===== src/rtl/spq_pkg.sv =====
`timescale 1ns / 1ps
// ----------------------------------------------------------------------------
// Sorted priority queue package
// Item types, action and status codes, and the control bundle sent to cells.
// ----------------------------------------------------------------------------
package spq_pkg;

  localparam int KeyW = 16;
  localparam int IdW  = 16;
  localparam int OccW = 5;

  localparam logic [2:0] ACT_INSERT      = 3'd0;
  localparam logic [2:0] ACT_REMOVE_HEAD = 3'd1;
  localparam logic [2:0] ACT_REMOVE_TAIL = 3'd2;
  localparam logic [2:0] ACT_PEEK_HEAD   = 3'd3;
  localparam logic [2:0] ACT_CLEAR       = 3'd4;

  localparam logic [1:0] ST_OK    = 2'd0;
  localparam logic [1:0] ST_EMPTY = 2'd1;
  localparam logic [1:0] ST_FULL  = 2'd2;

  typedef struct packed {
    logic [2:0]             action;
    logic [IdW-1:0]         entry_id;
    logic signed [KeyW-1:0] entry_key;
  } spq_in_t;

  typedef struct packed {
    logic [1:0]             status;
    logic [IdW-1:0]         result_id;
    logic signed [KeyW-1:0] result_key;
    logic [OccW-1:0]        occupancy;
  } spq_out_t;

  // Broadcast to every cell in the chain.
  typedef struct packed {
    logic                   insert;
    logic                   pop_head;
    logic                   desc;
    logic signed [KeyW-1:0] key;
    logic [IdW-1:0]         id;
  } spq_cell_ctl_t;

endpackage


===== src/rtl/spq_cell.sv =====
`timescale 1ns / 1ps
// ----------------------------------------------------------------------------
// Sorted priority queue cell
// One slot of the queue: compares its key with the new key, passes the scan
// state to its tail-side neighbor and shifts data on insert and head removal.
// ----------------------------------------------------------------------------
module spq_cell (
  input  logic                          clk,
  input  spq_pkg::spq_cell_ctl_t        ctl,
  input  logic                          valid,
  input  logic                          seen_ge_in,
  input  logic                          before_in,
  input  logic signed [spq_pkg::KeyW-1:0] left_key,
  input  logic [spq_pkg::IdW-1:0]       left_id,
  input  logic signed [spq_pkg::KeyW-1:0] right_key,
  input  logic [spq_pkg::IdW-1:0]       right_id,
  output logic signed [spq_pkg::KeyW-1:0] key,
  output logic [spq_pkg::IdW-1:0]       id,
  output logic                          seen_ge_out,
  output logic                          before_out
);
  import spq_pkg::*;

  logic gt;
  logic lt;
  logic stop;

  assign gt = key > ctl.key;
  assign lt = key < ctl.key;

  // In ascending order the scan first skips lower keys, then a run of equal
  // keys, and ends at the first slot that breaks that pattern. In descending
  // order it ends at the first key that is not higher. An empty slot always
  // ends the scan.
  assign stop = !valid || (ctl.desc ? !gt : (gt || (lt && seen_ge_in)));
  assign seen_ge_out = seen_ge_in || (valid && !lt);
  assign before_out  = before_in || stop;

  always_ff @(posedge clk) begin
    if (ctl.insert) begin
      if (before_in) begin
        key <= left_key;
        id  <= left_id;
      end else if (stop) begin
        key <= ctl.key;
        id  <= ctl.id;
      end
    end else if (ctl.pop_head) begin
      key <= right_key;
      id  <= right_id;
    end
  end

endmodule


===== src/rtl/sorted_priority_queue.sv =====
`timescale 1ns / 1ps
// ----------------------------------------------------------------------------
// Sorted priority queue
// Bounded queue of (id, key) entries kept in order in a chain of slot cells.
// ----------------------------------------------------------------------------
// Usage:
//   Items enter on in_valid / in_stall / in_item; an item is taken at a clock
//   edge where in_valid is high and in_stall is low. Each item carries one
//   action: insert, remove head, remove tail, peek head or clear.
//   Every item produces exactly one result item on out_valid / out_stall /
//   out_item, in the cycle after it is taken, held in an output register.
//   One item is taken per cycle as long as the output side keeps up; in_stall
//   rises only while a result waits in the output register and the receiver
//   stalls it. The insert position is found in the same cycle by a ripple of
//   scan bits through the slot cells, which sets the clock period.
//   The order register is written on cfg_valid / cfg_ready (always ready) and
//   must only change while the queue is idle; held entries are not re-sorted.
//   Reset (synchronous, active high) empties the queue, clears the order bit
//   to ascending and drops any waiting result. Slot contents are not reset.
// ----------------------------------------------------------------------------
module sorted_priority_queue #(
  parameter int DEPTH = 16
) (
  input  logic              clk,
  input  logic              rst,
  input  logic              in_valid,
  output logic              in_stall,
  input  spq_pkg::spq_in_t  in_item,
  output logic              out_valid,
  input  logic              out_stall,
  output spq_pkg::spq_out_t out_item,
  input  logic              cfg_valid,
  output logic              cfg_ready,
  input  logic              cfg_data
);
  import spq_pkg::*;

  localparam int CW = $clog2(DEPTH + 1);

  logic                   descending_order;
  logic [CW-1:0]          count;
  logic [CW-1:0]          count_next;
  logic                   accept;
  logic                   full;
  logic                   empty;
  spq_out_t               result;
  spq_cell_ctl_t          cell_ctl;

  logic signed [KeyW-1:0] cell_key [DEPTH];
  logic [IdW-1:0]         cell_id  [DEPTH];
  logic [DEPTH:0]         slot_valid;
  logic [DEPTH-1:0]       tail_sel;
  logic [DEPTH:0]         seen_ge;
  logic [DEPTH:0]         placed;
  logic signed [KeyW-1:0] tail_key;
  logic [IdW-1:0]         tail_id;

  // The configuration register is always ready to be written.
  assign cfg_ready = 1'b1;

  always_ff @(posedge clk) begin
    if (rst) begin
      descending_order <= 1'b0;
    end else if (cfg_valid) begin
      descending_order <= cfg_data;
    end
  end

  // The input side only waits when a finished result cannot leave.
  assign in_stall = out_valid && out_stall;
  assign accept   = in_valid && !in_stall;

  assign full  = count == CW'(DEPTH);
  assign empty = count == '0;

  assign cell_ctl.insert   = accept && (in_item.action == ACT_INSERT) && !full;
  assign cell_ctl.pop_head = accept && (in_item.action == ACT_REMOVE_HEAD) && !empty;
  assign cell_ctl.desc     = descending_order;
  assign cell_ctl.key      = in_item.entry_key;
  assign cell_ctl.id       = in_item.entry_id;

  // Scan state enters at the head; nothing has been seen there yet.
  assign seen_ge[0]        = 1'b0;
  assign placed[0]         = 1'b0;
  assign slot_valid[DEPTH] = 1'b0;

  for (genvar p = 0; p < DEPTH; p++) begin : g_cell
    localparam int LEFT  = (p == 0) ? 0 : p - 1;
    localparam int RIGHT = (p == DEPTH - 1) ? p : p + 1;

    assign slot_valid[p] = CW'(p) < count;
    // The tail is the last occupied slot.
    assign tail_sel[p]   = slot_valid[p] && !slot_valid[p+1];

    spq_cell u_cell (
      .clk         (clk),
      .ctl         (cell_ctl),
      .valid       (slot_valid[p]),
      .seen_ge_in  (seen_ge[p]),
      .before_in   (placed[p]),
      .left_key    (cell_key[LEFT]),
      .left_id     (cell_id[LEFT]),
      .right_key   (cell_key[RIGHT]),
      .right_id    (cell_id[RIGHT]),
      .key         (cell_key[p]),
      .id          (cell_id[p]),
      .seen_ge_out (seen_ge[p+1]),
      .before_out  (placed[p+1])
    );
  end

  // One-hot selection of the tail slot.
  always_comb begin
    tail_key = '0;
    tail_id  = '0;
    for (int p = 0; p < DEPTH; p++) begin
      tail_key = tail_key | (tail_sel[p] ? cell_key[p] : '0);
      tail_id  = tail_id  | (tail_sel[p] ? cell_id[p]  : '0);
    end
  end

  // Result of the item on the input, and the occupancy it leaves behind.
  always_comb begin
    result     = '0;
    count_next = count;
    unique case (in_item.action)
      ACT_INSERT: begin
        if (full) begin
          result.status = ST_FULL;
        end else begin
          count_next = count + CW'(1);
        end
      end
      ACT_REMOVE_HEAD, ACT_PEEK_HEAD: begin
        if (empty) begin
          result.status = ST_EMPTY;
        end else begin
          result.result_id  = cell_id[0];
          result.result_key = cell_key[0];
          if (in_item.action == ACT_REMOVE_HEAD) begin
            count_next = count - CW'(1);
          end
        end
      end
      ACT_REMOVE_TAIL: begin
        if (empty) begin
          result.status = ST_EMPTY;
        end else begin
          result.result_id  = tail_id;
          result.result_key = tail_key;
          count_next        = count - CW'(1);
        end
      end
      ACT_CLEAR: begin
        count_next = '0;
      end
      default: begin
      end
    endcase
    result.occupancy = OccW'(count_next);
  end

  always_ff @(posedge clk) begin
    if (rst) begin
      count     <= '0;
      out_valid <= 1'b0;
    end else if (accept) begin
      count     <= count_next;
      out_valid <= 1'b1;
    end else if (!out_stall) begin
      out_valid <= 1'b0;
    end
  end

  always_ff @(posedge clk) begin
    if (accept) begin
      out_item <= result;
    end
  end

endmodule


===== config.mk =====
export PLATFORM = sky130hd
export DESIGN_NAME = sorted_priority_queue
export DESIGN_NICKNAME = d
export VERILOG_FILES = /design/src/rtl/spq_pkg.sv /design/src/rtl/spq_cell.sv /design/src/rtl/sorted_priority_queue.sv
export SDC_FILE = /design/constraint.sdc
export NUM_CORES = 2
export LEC_CHECK = 0
export ABC_AREA = 1
export BUFFER_PORTS_ARGS = -buffer_cell sky130_fd_sc_hd__buf_2
export CORE_ASPECT_RATIO = 2
export CORE_MARGIN = 3
export CORE_UTILIZATION = 64
export CTS_CLUSTER_DIAMETER = 100
export DETAILED_ROUTE_END_ITERATION = 8
export GPL_TIMING_DRIVEN = 0
export PLACE_DENSITY_LB_ADDON = 0.3
export SLEW_MARGIN = 20
export SYNTH_ARGS = -nofsm -noshare
export SYNTH_HDL_FRONTEND = slang
export SYNTH_SLANG_ARGS = --single-unit
export TNS_END_PERCENT = 30

===== constraint.sdc =====
create_clock -name clk -period 7.9 [get_ports clk]
set_input_delay 0.395 -clock clk [delete_from_list [all_inputs] [get_ports clk]]
set_output_delay 0.395 -clock clk [all_outputs]
set_load 0.05 [all_outputs]

==> metrics.txt, run 1 <==
xor and xnor area share after synthesis 0.0474%; Die Ht 346 um; H-tree Lvls 2; die width 176 um; Mapped Area 36,900 um2; largest family of logic cells by synthesized area compound AO/OA/AOI/OAI gates; first-pass GRT wire length 366 mm; Synth Flop Type edfxtp_1; post-CTS resize count 0; Initial Util 64.7%; top cells by area, synth edfxtp_1, ha_1, nand2_1; clock buffer depth 3; port buffer count 80; Post-synth EDFFs 551; CTS buffer count 51; Post-Synthesis Cells 4,216; final weighted congestion in routability-driven placement 1.26; outcome did not finish; Yosys top cell by area edfxtp_1; root buffer cell clkbuf_16; Post-Syn Nets 4,516; most frequent cell after synthesis nand2_1; # hold bufs at CTS 0; largest net degree at the start of global routing 33; CTS sink count 558; Post-CTS Repair Setup Buffers 0; Synth top area share 44.8%; Exit stage global routing; Commonest cells post-synth nand2_1, edfxtp_1, nand3_1, inv_1, ha_1; fraction of the mapped netlist area in adder cells 8.77%; multiplexer share of the synthesized area 0%; Compound-Gate Fraction of Synth Area 19.3%; Simple-Gate Fraction of Synth Area 19.2%; Placed Cells 5,070; Yosys warnings 0; All-Layer GR Usage 81.4%; register area share after synthesis 45.2%; post-DP HPWL 161 mm; synth unique cells 55; FF+latch count, synth 558; FFs w/ async S/R, synth 0%; Stop Error [ERROR GRT-0116] Global routing finished with congestion. Check the congestion regions in the DRC Viewer.; Rows 124; GR Overflow Total 1,350; vias in the first global route 44.7k; Ports 83; Post-Syn Area per Cell 8.76 um2
metrics by stage:
| stage | setup TNS, ns | hold WS, ns | worst slack [ns] | instance area, um2 |
|---|---|---|---|---|
| after floorplan | 0 | 0.464 | 1.45 | 36900 |
| after CTS | 0 | 0.0243 | 1.92 | 40600 |
| after detailed placement | 0 | 0.470 | 1.32 | 38800 |
| after global placement | -873.39 | 0.467 | -2.45 | 38300 |
per-layer routing:
layer	overflow	track usage (%)
met1	26	82.0
met2	835	97.1
met3	37	64.3
met4	446	84.6
met5	6	25.2
logic make-up after synthesis:
kind of cell             count (synthesis)
buffers and inverters                  724
other                                    1
flip-flops                             558
XOR/XNOR                                 2
AO/OA/AOI/OAI                         1064
AND/OR/NAND/NOR                       1608
adder cells (fa/ha/maj)                259
==> run 2: changes to the inputs <==
--- a/config.mk
+++ b/config.mk
@@ -7,13 +7,11 @@
 export LEC_CHECK = 0
 export ABC_AREA = 1
 export BUFFER_PORTS_ARGS = -buffer_cell sky130_fd_sc_hd__buf_2
-export CORE_ASPECT_RATIO = 2
 export CORE_MARGIN = 3
-export CORE_UTILIZATION = 64
-export CTS_CLUSTER_DIAMETER = 100
+export CORE_UTILIZATION = 40
 export DETAILED_ROUTE_END_ITERATION = 8
 export GPL_TIMING_DRIVEN = 0
-export PLACE_DENSITY_LB_ADDON = 0.3
+export PLACE_DENSITY_LB_ADDON = 0.15
 export SLEW_MARGIN = 20
 export SYNTH_ARGS = -nofsm -noshare
 export SYNTH_HDL_FRONTEND = slang
==> metrics.txt, run 2 <==
drt initial violations 6,523; largest net degree at the start of global routing 33; placed inst area 39,300 um2 (was 38,800 um2); FFs w/ async S/R, synth 0% (unchanged); CP max FO 19; synth unique cells 55 (unchanged); number of antenna violations at the first check in global routing 6; Post-Syn Area per Cell 8.76 um2 (unchanged); Reg-to-Reg End g_cell[13].u_cell.id[4]; Crit. End Element flop; Vias 38.4k; failing checks negative hold slack; CTS clk-pin slew, worst paths 0.06 ns; Antenna Violating Nets Remaining 0; worst-margin pin slew 1.34 ns; most common cell after layout, fill and taps aside nand2_1; die width 310 um (was 176 um); GR Overflow Total 0; final weighted congestion in routability-driven placement 1.08 (was 1.26); Yosys top cell by area edfxtp_1 (unchanged); full die area 96,000 um2; Power Density 196 nW/um2; clock buffer depth 3 (unchanged); Min Hold Slack -0.00233 ns; # hold bufs at CTS 1 (was 0); Synth top area share 44.8% (unchanged); root buffer cell clkbuf_16 (unchanged); worst slack, placed 1.29 ns (was 1.32 ns); Commonest cells post-synth nand2_1, edfxtp_1, nand3_1, inv_1, ha_1 (unchanged); WL/cell 35.9 um; commonest cells after routing, fill and taps aside nand2_1, edfxtp_1, nand3_1, inv_1, ha_1; WHS Path Cells 3; H-tree Lvls 3 (was 2); top flop regs g_cell.u_cell.id (256), g_cell.u_cell.key (256), out_item (39); port buffer count 80 (unchanged); Initial Util 40.7% (was 64.7%); Rows 110 (was 124); Hold WC Path Type input port to flop; fin worst setup slack 1.36 ns; relative slew slack 11.0%; first-pass iteration count of the detailed router 7; Post-synth EDFFs 551 (unchanged); WP data arrival 6.96 ns; top cells by area, synth edfxtp_1, ha_1, nand2_1 (unchanged); CTS buffer count 71 (was 51); Required @ worst endpoint 8.31 ns; clock tree from TritonCTS built; final setup violation count 0; FF+latch count, synth 558 (unchanged); final hold vios 1; Synth Flop Type edfxtp_1 (unchanged); HP Start cfg_valid; clk_lat worst skew 0.68 ns; Ports 83 (unchanged); Mapped Area 36,900 um2 (unchanged); register area share after synthesis 45.2% (unchanged); area grow syn2layout 12.5%; # DRC 0; Tcrit/Tclk final 82.8%; Slew Viols, Final 0; Post-Syn Nets 4,516 (unchanged); IR Drop Worst-Case VDD 0.000166 V; Clock Skew 0.0452 ns; Nets 4,687; Reg-to-Reg Start g_cell[2].u_cell.key[15]; core area 90,800 um2; Setup CP Type input port to flop; post-CTS resize count 0 (unchanged); Tmin final 6.54 ns; Max-cap violations 0; most frequent cell after synthesis nand2_1 (unchanged); R2R Setup Slk 1.88 ns; Yosys warnings 0 (unchanged); drt total wl 202 mm; Via density 6.82; layout cells sized above 1 6.53%; first-pass GRT wire length 275 mm; r2r worst-path depth 21; vias in the first global route 35.3k; design area 41,600 um2; Leak 0.0160 uW; CTS sink count 558 (unchanged); outcome finished with violations (was did not finish); unrepaired setup endpoints after global routing no; Post-CTS Repair Setup Buffers 0 (unchanged); All-Layer GR Usage 41.3%; Die Ht 310 um (was 346 um); CP startpoint kind input port; Post-Synthesis Cells 4,216 (unchanged); Worst Hold Path EP descending_order; post-DP HPWL 164 mm (was 161 mm); FMAX 153 MHz
[run 2: cell counts after synthesis]
Identical to the previous run, type by type.
[run 2: power breakdown]
| group | switching [uW] | internal [uW] | total [uW] | leakage [uW] |
|---|---|---|---|---|
| Clock | 1480 | 1830 | 3310 | 0.00107 |
| Sequential | 115 | 3380 | 3500 | 0.00512 |
| Combinational | 999 | 349 | 1350 | 0.00981 |
| Total | 2590 | 5560 | 8150 | 0.0160 |
[run 2: critical path, cell delays in order]
cell and delay [ns]:
buf_2 0.19, clkinv_1 0.88, ha_1 0.69, nand2_1 0.10
nor3_1 0.63, nand2_1 0.17, nand2_1 0.09, nand2_1 0.10
nand3_1 0.12, inv_2 0.03, nor2_1 0.15, nand4_1 0.17
nor2_1 0.39, nand4_1 0.29, nor2_1 0.24, nand3_1 0.12
nand2_1 0.07, nand2_1 0.06, a21oi_2 0.50, clkbuf_1 0.46
buf_2 0.50, a21oi_4 0.29, buf_16 0.26
[run 2: metrics by stage]
step	hold slack (ns)	setup TNS (ns)	utilization, %	cells	total power (uW)
after detailed placement	0.479	0	43.3	5489	4830
after global placement	0.470	-1291.09	42.7	5472	4800
final	-0.00233	0	45.8	5628	8150
after global routing	0.0315	0	45.7	5619	8290
after floorplan	0.464	0	-	4216	4250
after CTS	0.00572	0	45.7	5619	8040
[run 2: final cells by class]
| class | instances | area [um2] |
|---|---|---|
| clock inverter | 30 | 277 |
| sequential | 558 | 16700 |
| fill | 9097 | 49300 |
| antenna | 9 | 22.5 |
| timing repair buffer | 98 | 768 |
| clock buffer | 99 | 1940 |
| tap | 1176 | 1470 |
| multi-input combinational | 2934 | 17600 |
| buffer | 278 | 1120 |
| inverter | 446 | 1670 |
[run 2: worst max path at each step]
stage                      from                        to  cells past startpoint
floorplan             out_valid    g_cell[0].u_cell.id[0]                     11
global placement      out_stall   g_cell[1].u_cell.id[13]                     12
detailed placement  in_item[13]  g_cell[13].u_cell.id[14]                     26
CTS                 in_item[13]  g_cell[13].u_cell.id[14]                     26
global route        in_item[14]   g_cell[13].u_cell.id[4]                     23
finish              in_item[14]   g_cell[13].u_cell.id[4]                     23
[run 2: logic make-up after synthesis]
logic type               count (synthesis)  share of synthesized area [%]
AND/OR/NAND/NOR                       1608                           19.2
AO/OA/AOI/OAI                         1064                           19.3
buffers and inverters                  724                           7.53
flip-flops                             558                           45.2
adder cells (fa/ha/maj)                259                           8.77
XOR/XNOR                                 2                         0.0474
other                                    1                         0.0102
[run 2: layer usage]
layer | vias to the layer above | global-route usage, % | routed length (um)
met3 | 765 | 9.63 | 23900
met4 | 0 | 34.4 | 21500
li1 | 15900 | - | -
met2 | 3159 | 59.6 | 82100
met5 | - | 0 | 0
met1 | 18600 | 52.4 | 74500
(Power assumes the default switching activity.)
